--- config.mk ---
export PLATFORM = sky130hd
export DESIGN_NAME = bounded_double_ended_queue_top
export DESIGN_NICKNAME = d
export VERILOG_FILES = /design/src/dq_pkg.sv /design/src/dq_cell.sv /design/src/bounded_double_ended_queue_top.sv
export SDC_FILE = /design/constraint.sdc
export NUM_CORES = 1
export LEC_CHECK = 0
export BUFFER_PORTS_ARGS = -buffer_cell sky130_fd_sc_hd__buf_2
export CORE_AREA = 2 2 293 295
export CTS_BUF_LIST = sky130_fd_sc_hd__clkbuf_4 sky130_fd_sc_hd__clkbuf_8
export CTS_CLUSTER_SIZE = 40
export DETAILED_ROUTE_END_ITERATION = 8
export DIE_AREA = 0 0 295 297
export GPL_ROUTABILITY_DRIVEN = 0
export PLACE_DENSITY = 0.51
export SYNTH_ARGS = -nofsm -noshare
export SYNTH_HDL_FRONTEND = slang
export SYNTH_SLANG_ARGS = --single-unit
--- constraint.sdc ---
create_clock -name clk -period 13.5 [get_ports clk]
set_clock_uncertainty 0.05 [all_clocks]
set_input_delay 1.35 -clock clk [delete_from_list [all_inputs] [get_ports clk]]
set_output_delay 1.35 -clock clk [all_outputs]
set_load 0.01 [all_outputs]
--- src/dq_pkg.sv ---
package dq_pkg;

  localparam int WORD_W = 32;
  localparam int OP_W   = 3;
  localparam int CAP_W  = 5;

  localparam logic [OP_W-1:0] OP_PUSH_FRONT = 3'd0;
  localparam logic [OP_W-1:0] OP_PUSH_REAR  = 3'd1;
  localparam logic [OP_W-1:0] OP_POP_FRONT  = 3'd2;
  localparam logic [OP_W-1:0] OP_POP_REAR   = 3'd3;
  localparam logic [OP_W-1:0] OP_PEEK       = 3'd4;

  localparam logic [CAP_W-1:0] CAP_RESET = 5'd16;

  typedef logic [WORD_W-1:0] word_t;

  // broadcast to every cell; at most one bit set per cycle
  typedef struct packed {
    logic push_front;
    logic push_rear;
    logic pop_front;
    logic pop_rear;
  } cell_ctrl_t;

endpackage

--- src/dq_cell.sv ---
module dq_cell import dq_pkg::*; (
  input  logic       clk,
  input  logic       rst_n,
  input  cell_ctrl_t ctrl,
  input  word_t      push_word,
  input  word_t      left_word,
  input  logic       left_occ,
  input  word_t      right_word,
  input  logic       right_occ,
  output word_t      word,
  output logic       occ,
  output logic       last
);

  word_t word_r, word_nxt;
  logic  occ_r, occ_nxt;

  assign word = word_r;
  assign occ  = occ_r;
  assign last = occ_r & ~right_occ;

  always_comb begin
    word_nxt = word_r;
    occ_nxt  = occ_r;
    if (ctrl.push_front) begin
      // whole row moves one step toward the rear
      word_nxt = left_word;
      occ_nxt  = left_occ;
    end else if (ctrl.pop_front) begin
      word_nxt = right_word;
      occ_nxt  = right_occ;
    end else if (ctrl.push_rear && !occ_r && left_occ) begin
      // first free cell takes the word
      word_nxt = push_word;
      occ_nxt  = 1'b1;
    end else if (ctrl.pop_rear && last) begin
      occ_nxt = 1'b0;
    end
  end

  always_ff @(posedge clk) begin
    word_r <= word_nxt;
  end

  always_ff @(posedge clk) begin
    if (!rst_n) begin
      occ_r <= 1'b0;
    end else begin
      occ_r <= occ_nxt;
    end
  end

endmodule

--- src/bounded_double_ended_queue_top.sv ---
// Bounded deque built as a row of cells, front entry in cell 0.
// An accepted transaction updates the cell row; its result is registered from the updated
// row once the result register is free or draining.
// No new transaction is taken while the evaluation that reads the updated cell row to form
// front and rear values is pending.
// Reset (rst_n low, synchronous): queue empty, count zero, capacity 16, no result pending.
// Cell words are not reset; an empty cell is never read.
module bounded_double_ended_queue_top import dq_pkg::*; #(
  parameter int DEPTH = 16
) (
  input  logic                     clk,
  input  logic                     rst_n,
  // request channel
  input  logic                     in_valid,
  output logic                     in_stall,
  input  logic [OP_W-1:0]          in_operation,
  input  logic signed [WORD_W-1:0] in_value,
  // result channel
  output logic                     out_valid,
  input  logic                     out_stall,
  output logic                     out_accepted,
  output logic signed [WORD_W-1:0] out_front_value,
  output logic signed [WORD_W-1:0] out_rear_value,
  output logic                     out_is_empty,
  output logic                     out_is_full,
  // capacity register write
  input  logic                     cfg_valid,
  output logic                     cfg_ready,
  input  logic [CAP_W-1:0]         cfg_capacity
);

  localparam int CNT_W = $clog2(DEPTH + 1);
  localparam int CMP_W = (CNT_W > CAP_W) ? CNT_W : CAP_W;

  // ---------------------------------------------------------------
  // Control registers
  // ---------------------------------------------------------------
  logic [CAP_W-1:0] cap_r;
  logic [CNT_W-1:0] count_r, count_nxt;
  logic             eval_r, eval_nxt;   // cells updated, result being formed
  logic             ok_r, ok_nxt;       // accepted flag of the pending transaction

  logic             in_fire;
  logic             load_out;

  assign cfg_ready = 1'b1;
  assign in_stall  = eval_r;
  assign in_fire   = in_valid & ~in_stall;

  // Capacity saturates at DEPTH; compare at a common width.
  logic [CMP_W-1:0] cap_cmp, eff_cap, count_cmp;
  logic             can_push, can_pop;

  assign cap_cmp   = CMP_W'(cap_r);
  assign eff_cap   = (cap_cmp > CMP_W'(DEPTH)) ? CMP_W'(DEPTH) : cap_cmp;
  assign count_cmp = CMP_W'(count_r);
  assign can_push  = count_cmp < eff_cap;
  assign can_pop   = count_r != '0;

  cell_ctrl_t ctrl;

  always_comb begin
    ctrl      = '0;
    ok_nxt    = ok_r;
    count_nxt = count_r;
    if (in_fire) begin
      ok_nxt = 1'b0;
      case (in_operation)
        OP_PUSH_FRONT: begin
          if (can_push) begin
            ctrl.push_front = 1'b1;
            count_nxt       = count_r + CNT_W'(1);
            ok_nxt          = 1'b1;
          end
        end
        OP_PUSH_REAR: begin
          if (can_push) begin
            ctrl.push_rear = 1'b1;
            count_nxt      = count_r + CNT_W'(1);
            ok_nxt         = 1'b1;
          end
        end
        OP_POP_FRONT: begin
          if (can_pop) begin
            ctrl.pop_front = 1'b1;
            count_nxt      = count_r - CNT_W'(1);
            ok_nxt         = 1'b1;
          end
        end
        OP_POP_REAR: begin
          if (can_pop) begin
            ctrl.pop_rear = 1'b1;
            count_nxt     = count_r - CNT_W'(1);
            ok_nxt        = 1'b1;
          end
        end
        OP_PEEK: begin
          ok_nxt = 1'b1;
        end
        default: begin
          // unused codes behave as a refused peek
          ok_nxt = 1'b0;
        end
      endcase
    end
  end

  // Evaluation holds until the result register is free or draining.
  assign load_out = eval_r & (~out_valid | ~out_stall);

  always_comb begin
    eval_nxt = eval_r;
    if (in_fire) begin
      eval_nxt = 1'b1;
    end else if (load_out) begin
      eval_nxt = 1'b0;
    end
  end

  always_ff @(posedge clk) begin
    if (!rst_n) begin
      cap_r   <= CAP_RESET;
      count_r <= '0;
      eval_r  <= 1'b0;
      ok_r    <= 1'b0;
    end else begin
      if (cfg_valid && cfg_ready) begin
        cap_r <= cfg_capacity;
      end
      count_r <= count_nxt;
      eval_r  <= eval_nxt;
      ok_r    <= ok_nxt;
    end
  end

  // ---------------------------------------------------------------
  // Cell row: cell 0 sees the push word as its left neighbor, the
  // last cell sees an empty right neighbor.
  // ---------------------------------------------------------------
  word_t             cell_word [DEPTH];
  logic [DEPTH-1:0]  cell_occ;
  logic [DEPTH-1:0]  cell_last;
  word_t             push_word;

  assign push_word = word_t'(in_value);

  genvar gi;
  generate
    for (gi = 0; gi < DEPTH; gi++) begin : g_cell
      word_t lw, rw;
      logic  lo, ro;
      if (gi == 0) begin : g_head
        assign lw = push_word;
        assign lo = 1'b1;
      end else begin : g_mid_l
        assign lw = cell_word[gi-1];
        assign lo = cell_occ[gi-1];
      end
      if (gi == DEPTH - 1) begin : g_tail
        assign rw = push_word;
        assign ro = 1'b0;
      end else begin : g_mid_r
        assign rw = cell_word[gi+1];
        assign ro = cell_occ[gi+1];
      end
      dq_cell u_cell (
        .clk        (clk),
        .rst_n      (rst_n),
        .ctrl       (ctrl),
        .push_word  (push_word),
        .left_word  (lw),
        .left_occ   (lo),
        .right_word (rw),
        .right_occ  (ro),
        .word       (cell_word[gi]),
        .occ        (cell_occ[gi]),
        .last       (cell_last[gi])
      );
    end
  endgenerate

  // ---------------------------------------------------------------
  // Result formation: front is cell 0, rear is the one cell flagged
  // as last occupied (one-hot AND-OR select).
  // ---------------------------------------------------------------
  word_t rear_sel;
  logic  q_empty;

  always_comb begin
    rear_sel = '0;
    for (int i = 0; i < DEPTH; i++) begin
      rear_sel = rear_sel | (cell_word[i] & {WORD_W{cell_last[i]}});
    end
  end

  assign q_empty = ~cell_occ[0];

  logic                     out_valid_r, out_valid_nxt;
  logic                     out_ok_r;
  logic signed [WORD_W-1:0] out_front_r, out_rear_r;
  logic                     out_empty_r, out_full_r;

  always_comb begin
    out_valid_nxt = out_valid_r;
    if (load_out) begin
      out_valid_nxt = 1'b1;
    end else if (out_valid_r && !out_stall) begin
      out_valid_nxt = 1'b0;
    end
  end

  always_ff @(posedge clk) begin
    if (!rst_n) begin
      out_valid_r <= 1'b0;
    end else begin
      out_valid_r <= out_valid_nxt;
    end
  end

  always_ff @(posedge clk) begin
    if (load_out) begin
      out_ok_r    <= ok_r;
      out_front_r <= q_empty ? '1 : $signed(cell_word[0]);
      out_rear_r  <= q_empty ? '1 : $signed(rear_sel);
      out_empty_r <= q_empty;
      out_full_r  <= ~can_push;
    end
  end

  assign out_valid       = out_valid_r;
  assign out_accepted    = out_ok_r;
  assign out_front_value = out_front_r;
  assign out_rear_value  = out_rear_r;
  assign out_is_empty    = out_empty_r;
  assign out_is_full     = out_full_r;

  // ---------------------------------------------------------------
  // Assertions
  // ---------------------------------------------------------------
  a_count_matches_cells: assert property (@(posedge clk) disable iff (!rst_n)
    CNT_W'($countones(cell_occ)) == count_r)
    else $error("entry count disagrees with occupied cells");

  a_occ_packed_front: assert property (@(posedge clk) disable iff (!rst_n)
    ((cell_occ + DEPTH'(1)) & cell_occ) == '0)
    else $error("occupied cells not packed toward the front");

  a_cells_frozen_in_eval: assert property (@(posedge clk) disable iff (!rst_n)
    eval_r && $past(eval_r) |-> $stable(count_r) && $stable(cell_occ))
    else $error("cell row changed while a result was being formed");

  a_no_overwrite: assert property (@(posedge clk) disable iff (!rst_n)
    out_valid && out_stall |=> out_valid && !($past(load_out)))
    else $error("result register loaded while stalled");

endmodule

# Word-level counts from Yosys, hierarchy flattened
# Index checks and enable logic that the tools add are counted.
# Widths: inputs -> output; s select.
# word_totals
ff_bits,608
wordCells,354
# classes
order_cmp,2
reduce_logical,105
n_addsub,2
bitwise,69
eq_ne,6
n_mux,128
# ops
cell,n
$mux 32,48
$and 32x32->32,16
$or 32x32->32,15
$mux 1,74
$reduce_bool 4->1,16
$logic_and 1x1->1,48
$reduce_bool 3->1,16
$not 1->1,20
$and 1x1->1,17
$logic_not 1->1,17
$mux 5,3
$pmux 5 s2,1
$eq 3x2->1 const B,2
$reduce_bool 2->1,3
$add 5x1->5 const B,1
$gt 5x5->1 const B,1
$lt 5x5->1,1
$reduce_bool 5->1,1
$sub 5x1->5 const B,1
$mux 4,1
$ne 2x1->1 const B,2
$reduce_and 4->1,1
$reduce_or 2->1,2
$eq 3x1->1 const B,1
other kinds (4),4

# Depth between registers and ports, before layout
# Gate-level depths: netlist (run 1).
# logic_depth
depth_word,18
mapped_depth,11

# Cells and area by module
# Synthesis (run 1) repeated with hierarchy kept, for this count alone.
# hier_totals
cells_unflattened,2956
area_unflattened_um2,33657.3
# by_module_without_submodules
mod,instances,area_each_um2,cells_per_inst
dq_cell,16,1745.4,150
bounded_double_ended_queue_top,1,5730.5,556

# Worst setup path after synthesis (run 1)
# Ideal clock, no wire load.
# synth_path
kind,input port to flip-flop
from,input port out_stall
to,register out_ok_r (netlist: out_accepted) (enable)
stages,1
required_ns,12.854
setup_ns,0.596
t_arrival_ns,6.285
n_path_buf,0
slack_ns,6.568
path_cell_list,a21boi_0
# synth_between
elab_chain_len,3
# synth_lines
item,line_no,rtl
start: declaration,bounded_double_ended_queue_top.sv:20,"input logic out_stall,"
$not 1->1,bounded_double_ended_queue_top.sv:109,assign load_out = eval_r & (~out_valid | ~out_stall);
$or 1x1->1,bounded_double_ended_queue_top.sv:109,
$and 1x1->1,bounded_double_ended_queue_top.sv:109,
end signal: assignment,bounded_double_ended_queue_top.sv:222,out_ok_r <= ok_r;
end: declaration,bounded_double_ended_queue_top.sv:199,logic out_ok_r;
# No other way between the ends.
# A chain may end at the register's enable or synchronous reset.

# Final worst setup path (run 1)
# layout_path
from,register cap_r[4] (netlist: cap_cmp[4])
to,register g_cell[15].u_cell.word_r[7] (data pin)
# layout_between
elab_chain_len,7
# layout_lines
item,line_no,rtl
start: declaration,bounded_double_ended_queue_top.sv:38,logic [CAP_W-1:0] cap_r;
start signal: assignment,bounded_double_ended_queue_top.sv:128,cap_r <= cfg_capacity;
$gt 5x5->1,bounded_double_ended_queue_top.sv:55,assign eff_cap = (cap_cmp > CMP_W'(DEPTH)) ? CMP_W'(DEPTH) : cap_cmp;
$mux 5 (*),bounded_double_ended_queue_top.sv:55,
$lt 5x5->1 (*),bounded_double_ended_queue_top.sv:57,assign can_push = count_cmp < eff_cap;
$mux 1 (*),bounded_double_ended_queue_top.sv:70,if (can_push) begin
$mux 1 (*),bounded_double_ended_queue_top.sv:68,case (in_operation)
$mux 4 (*),bounded_double_ended_queue_top.sv:66,if (in_fire) begin
$mux 32 (*),dq_cell.sv:25,if (ctrl.push_front) begin
named net g_cell[15].u_cell.word_nxt[7],dq_cell.sv:15,"word_t word_r, word_nxt;"
end signal: assignment,dq_cell.sv:42,word_r <= word_nxt;
end: declaration,dq_cell.sv:15,
# Mark *: on every way through the listed nets, which the timed path passes. The rest lies on a longest branch.

==> metrics, run 1 <==
Die Span Y=around 300 µm; Syn Area/Cell=14.57 µm²; Setup Fix Bufs, Post-CTS=0; H-tree level count=3; Synthesis Warnings=0; DRC=0; Cell Area, Synth=29290 µm²; Clock Latency Late Sink=between 0.7 and 0.8 ns; Post-CTS Hold Fix Bufs=0; Worst EP required=about 14 ns; # setup viols final=0; Ports=115; Yosys reg bits=608; Clock transition at path regs=about 0.060 ns; leakage=10.12 nW; Starting Density=0.3468; row count=between 100 and 150; Setup crit start kind=register; met3 usage=0.04468; CP Capture Type=register; Final min period=between 6 and 7 ns; busiest grt layer=met2; clk root buf=clkbuf_8; clk sinks=608; Slew @ Worst Pin=1.204 ns; HP Class=reg -> reg; layout cells sized above 1=0.1893; status=complete, no violations; vias per cell=6.670; WL final=between 100000 and 150000 µm; EDFF count, synth=between 500 and 600; maximum vdd drop=0.06510 mV; Clock Path Buffers=3; cell area power density=136.4 nW/µm²; top-area cell type share of the netlist area=0.5935; vias in the first global route=21050; Fin Hold WS=0.3983 ns; Syn Nets=2063; post-route ant nets=0; max-slew violations=0; Core Box Area=84480 µm²; Setup TNS Final=0 ns; met2 GRT Util=0.3406; Post-synth ARST share=0; max_slew headroom=0.1971; TritonCTS clock tree=built; post-CTS resize count=0; via count=between 20000 and 25000; RSZ-0062 raised after global routing=no; largest net degree at the start of global routing=196; GR Layer Usage met1=0.3101; fmax=between 0.15 and 0.2 GHz; reg2reg setup slack=7.29 ns; Pre-antenna DRT Iters=8; initial antenna violation count=1; Overall Global Routing Usage=0.2235; Setup CP Type=reg -> reg; Yosys top cell by area=edfxtp_1; CTS Buf Count=108; Detailed Route Iter0 Violations=3089; Detail Placement HPWL=50750 µm; Max-cap violations=0; Area Growth Syn to Fin=10.91%; first-pass GRT wire length=145700 µm; crit path max fanout=111; largest cells by area after synthesis=edfxtp_1 (59%), a221o_1 (16%), a221oi_1 (3.9%), a22o_1 (2.8%), buf_6 (2.8%); nets@finish=roughly 2100; Main synth FF type=edfxtp_1; Layout Utilization=0.3846; crit path DAT=6.57 ns; gate count after technology mapping=roughly 2000; global route overflow=0; WL/cell=31.03 µm; endpoints failing hold=0; port buffer count=113; Die ar.=slightly below 90000 µm²; die width=295 µm; sequential fraction of the synthesis area=0.6134; Cell variety after synth=57; Tcrit/Tclk final=0.4602
cell usage after synthesis, types with 8 or more instances:
| master | n |
|---|---|
| nor3_1 | 16 |
| inv_1 | 50 |
| a211oi_1 | 8 |
| a211oi_4 | 27 |
| a22o_1 | 94 |
| nor2b_1 | 14 |
| buf_2 | 42 |
| edfxtp_1 | 579 |
| a21oi_1 | 10 |
| nand2b_1 | 38 |
| mux2i_1 | 8 |
| o21ai_0 | 83 |
| dfxtp_1 | 29 |
| a221o_1 | 479 |
| nand3_1 | 40 |
| nand2_1 | 44 |
| buf_6 | 72 |
| nor2_1 | 11 |
| nand4_1 | 33 |
| a221oi_1 | 131 |
| clkbuf_1 | 116 |
area by class of cell:
cell class | instances | area [µm²]
sequential | 608 | 17970
fill | 7969 | 51990
timing repair buffer | 161 | 950.9
inverter | 53 | 198.9
clock inverter | 41 | 254.0
clock buffer | 146 | 1797
tap | 1144 | 1431
antenna | 1 | 2.502
multi-input combinational | 1104 | 9882
cells in the final DEF, fill, tap and decap left out, types with 3 or more instances in the layout:
cell type  count
clkbuf_4      34
edfxtp_1     579
clkbuf_8     112
nor2_1        10
a22o_1        94
o31ai_4        3
nand4_1       33
nand2_1       44
a211oi_2       5
bufinv_16      3
buf_2        113
nand3_1       39
nand2b_1      38
inv_1         50
o221ai_1       3
a221o_1      479
clkinv_1      26
clkinv_2      13
o21ai_0       72
nor4_1         4
a221oi_1     131
o22ai_1        7
dfxtp_1       27
nor3_1        16
a22oi_1        5
mux2i_1        8
nor2b_4       14
o21a_1         4
buf_4         46
a211oi_1       8
ha_1           7
a211oi_4      27
a21oi_1       10
o21ai_4       13
path summary, 6_finish.rpt:
| check | endpoint | start | cells past startpoint |
|---|---|---|---|
| max reg2reg | g_cell[15].u_cell.word[7]$_DFFE_PP_ | cap_cmp[4]$_SDFFE_PN1P_ | 10 |
| max | g_cell[15].u_cell.word[7]$_DFFE_PP_ | cap_cmp[4]$_SDFFE_PN1P_ | 10 |
| min reg2reg | out_accepted$_DFFE_PP_ | ok_r$_SDFFE_PN0P_ | 0 |
| min | out_accepted$_DFFE_PP_ | ok_r$_SDFFE_PN0P_ | 0 |
power by group:
group / switching (mW) / internal [mW] / total [mW]
registers: 0.0600 / 2.17 / 2.23
clock network: 0.799 / 0.911 / 1.71
logic: 0.327 / 0.160 / 0.487
state kept, by name (all words and copies together), names as in the netlist, 5 cells and up:
register and flops:
cap_cmp 5, count_cmp 5, g_cell.u_cell.occ 16, g_cell.u_cell.word 512, out_front_value 32, out_rear_value 32
worst max-delay path, stage by stage, from the launching register on:
cell and delay [ns]:
dfxtp_1 0.31, inv_1 0.13, nand2_1 0.07, ha_1 0.29, a21oi_1 0.18, o221a_4 0.77
clkinv_1 0.73, nor2_4 1.05, buf_4 0.93, buf_4 1.00, o21ai_0 0.24
per-stage QoR:
stage	cells	cell area [µm²]	worst slack, ns	power, mW
CTS	3257	32490	7.422	4.461
floorplan	2010	29290	6.568	2.591
detailed placement	3070	30440	7.425	2.753
finish	3258	32490	7.287	4.432
global route	3258	32490	6.844	4.582
global placement	3070	30440	7.552	2.744
kinds of logic after synthesis:
kind of cell	share of synthesized area
compound gates	0.2803
xor+xnor	0.0002990
fa+ha+maj	0.003673
buf+inv	0.06099
flops	0.6134
mux	0.002734
other cells	0.0001280
simple gates	0.03848
routing by layer:
layer | routed length [µm] | share of wire
met5 | 0 | 0
met4 | 4318 | 0.043
met3 | 9745 | 0.096
met2 | 45810 | 0.45
met1 | 41220 | 0.41
(Power assumes the default switching activity.)
==> run 2: changes to the inputs <==
- PLACE_DENSITY: 0.51 -> 0.53
- clock period: 13.5 -> 5.04 ns (I/O delays scaled with it)
==> metrics, run 2 (same netlist as run 1, synthesis figures left out) <==
fmax=0.2611 GHz (+62%); RSZ-0062 raised after global routing=no; Starting Density=0.3468 (unchanged); Setup WS post-layout=1.209 ns (-6.078 ns); Die ar.=87620 µm² (unchanged); post-CTS resize count=0 (unchanged); max-slew violations=0 (unchanged); vias per cell=6.681 (+0.18%); Setup crit start kind=register; port buffer count=113 (unchanged); DRC=0 (unchanged); cell area power density=361.3 nW/µm² (+160%); Slew @ Worst Pin=1.070 ns (-0.1340 ns); Worst Reg-to-Reg Cells=9 (-1); min-delay src=cfg_valid; # setup viols final=0 (unchanged); Clock Latency Late Sink=0.74 ns (+0.02 ns); commonest cells after routing, fill and taps aside=edfxtp_1 (579), a221o_1 (479), a221oi_1 (131), buf_2 (113), clkbuf_8 (110); Clock transition at path regs=0.06 ns (about the same); crit path max fanout=109 (-1.8%); Ports=115 (unchanged); Setup TNS Final=0 ns (unchanged); hold depth=3 (+3); Gate power share=0.113 (+0.003); HP Class=in -> reg; sw power=3.207 mW (+170%); H-tree level count=3 (unchanged); Die Span Y=297 µm (unchanged); WL/cell=30.94 µm (-0.29%); CTS Buf Count=106 (-1.9%); reg2reg setup slack=1.21 ns (-6.08 ns); Design Area, Final=32670 µm² (+0.57%); Cell Area, Placed=30570 µm² (+0.43%); layout cells sized above 1=0.1910 (+0.001686); CP Capture Type=register; max FFs per register=512 (unchanged); Detail Placement HPWL=52540 µm (+3.5%); Pre-antenna DRT Iters=5 (-3); first-pass GRT wire length=147700 µm (+1.4%); largest net degree at the start of global routing=175 (-11%); Setup Fix Bufs, Post-CTS=0 (unchanged); commonest non-fill, non-tap cell in the layout=edfxtp_1; Post-CTS Hold Fix Bufs=8 (+8); Overall Global Routing Usage=0.2252 (+0.001746); clk sinks=608 (unchanged); Area Growth Syn to Fin=11.54%; nets@finish=2101 (+0.57%); row count=107 (unchanged); max_slew headroom=0.2848 (+0.08775); Power Total=11.81 mW (+170%); maximum vdd drop=0.2146 mV (+230%); leakage=10.19 nW (+0.69%); initial antenna violation count=3 (+2); WL final=101400 µm (+0.29%); die width=295 µm (unchanged); Core Box Area=84480 µm² (unchanged); Hold EP=cap_cmp[2]$_SDFFE_PN0P_; vias in the first global route=21490 (+2.1%); Seq pwr share=0.507 (+0.003); via count=21900 (+0.76%); Pint=8.599 mW (+160%); switching part of the total=0.2717 (+0.004153); status=complete, no violations; TritonCTS clock tree=built; Tcrit/Tclk final=0.7600 (+0.2998); clk root buf=clkbuf_8; Worst EP required=5.46 ns (-8.40 ns); Clock Path Buffers=3 (unchanged); global route overflow=0 (unchanged); Setup CP Type=reg -> reg; endpoints failing hold=0 (unchanged); Detailed Route Iter0 Violations=3126 (+1.2%); Max-cap violations=0 (unchanged); Crit Reg-Reg Endpoint=g_cell[15].u_cell.word[10]$_DFFE_PP_; post-route ant nets=0 (unchanged); clock share of power=0.380 (-0.006); RR Startpoint=cap_cmp[4]$_SDFFE_PN1P_; worst setup slack after placement=1.306 ns (-6.118 ns); Final min period=3.831 ns (-2.382 ns); crit path DAT=4.25 ns (-2.32 ns)
==> run 2: cell count changes in the layout (fill, tap and decap cells not counted), sizes merged <==
cell and delta:
buf +6, clkinvlp +1, dlygate4sd3 +8, diode +1
clkinv +3, inv +3, bufinv -2, clkbuf -1
==> run 2: area by class of cell <==
class	count	area, µm²
clock inverters	46	245.2
inverters	53	198.9
multi-input cells	1104	9882
clock buffers	145	1777
flip-flops and latches	608	17970
fillers	7946	51800
well taps	1144	1431
repair buffers	175	1164
diodes	2	5.005
==> run 2: power groups by stage <==
stage / clock network, mW / registers, mW / logic, mW
finish: 4.49 / 5.98 / 1.33
global route: 4.79 / 6.00 / 1.41
CTS: 4.59 / 5.98 / 1.32
detailed placement: 0 / 6.08 / 1.31
global placement: 0 / 6.08 / 1.28
floorplan: 0 / 6.04 / 0.894
==> run 2: metal layers <==
| metal | GRT usage | share of wire |
|---|---|---|
| met1 | 0.3200 | 0.40 |
| met2 | 0.3324 | 0.44 |
| met3 | 0.04864 | 0.11 |
| met4 | 0.09244 | 0.040 |
| met5 | 0 | 0 |
==> run 2: metrics by stage <==
stage,instances,hold slack [ns],utilization
floorplan,2010,0.3587,-
global placement,3076,0.3731,0.3618
detailed placement,3076,0.3812,0.3618
CTS,3275,0.02771,0.3867
global route,3277,0.06845,0.3868
finish,3277,0.07884,0.3868
==> run 2: worst max-delay path, cell delays in order, from the launching register on <==
cell,delay (ns)
dfxtp_1,0.31
inv_1,0.13
nand2_1,0.08
ha_1,0.29
a21oi_1,0.19
o221a_4,0.43
clkinv_1,0.59
nor2_4,0.73
buf_12,0.43
o21ai_0,0.15
==> run 2: worst max path at each step <==
stage / end / slack [ns] / cells after the start / from
detailed placement: g_cell[15].u_cell.word[10]$_DFFE_PP_ / 1.31 / 9 / cap_cmp[4]$_SDFFE_PN1P_
floorplan: g_cell[10].u_cell.word[0]$_DFFE_PP_ / 0.74 / 8 / cap_cmp[4]$_SDFFE_PN1P_
global placement: g_cell[15].u_cell.word[11]$_DFFE_PP_ / 1.32 / 9 / cap_cmp[4]$_SDFFE_PN1P_
finish: g_cell[15].u_cell.word[10]$_DFFE_PP_ / 1.21 / 9 / cap_cmp[4]$_SDFFE_PN1P_
global route: g_cell[15].u_cell.word[9]$_DFFE_PP_ / 0.99 / 9 / cap_cmp[4]$_SDFFE_PN1P_
CTS: g_cell[15].u_cell.word[10]$_DFFE_PP_ / 1.27 / 9 / cap_cmp[4]$_SDFFE_PN1P_
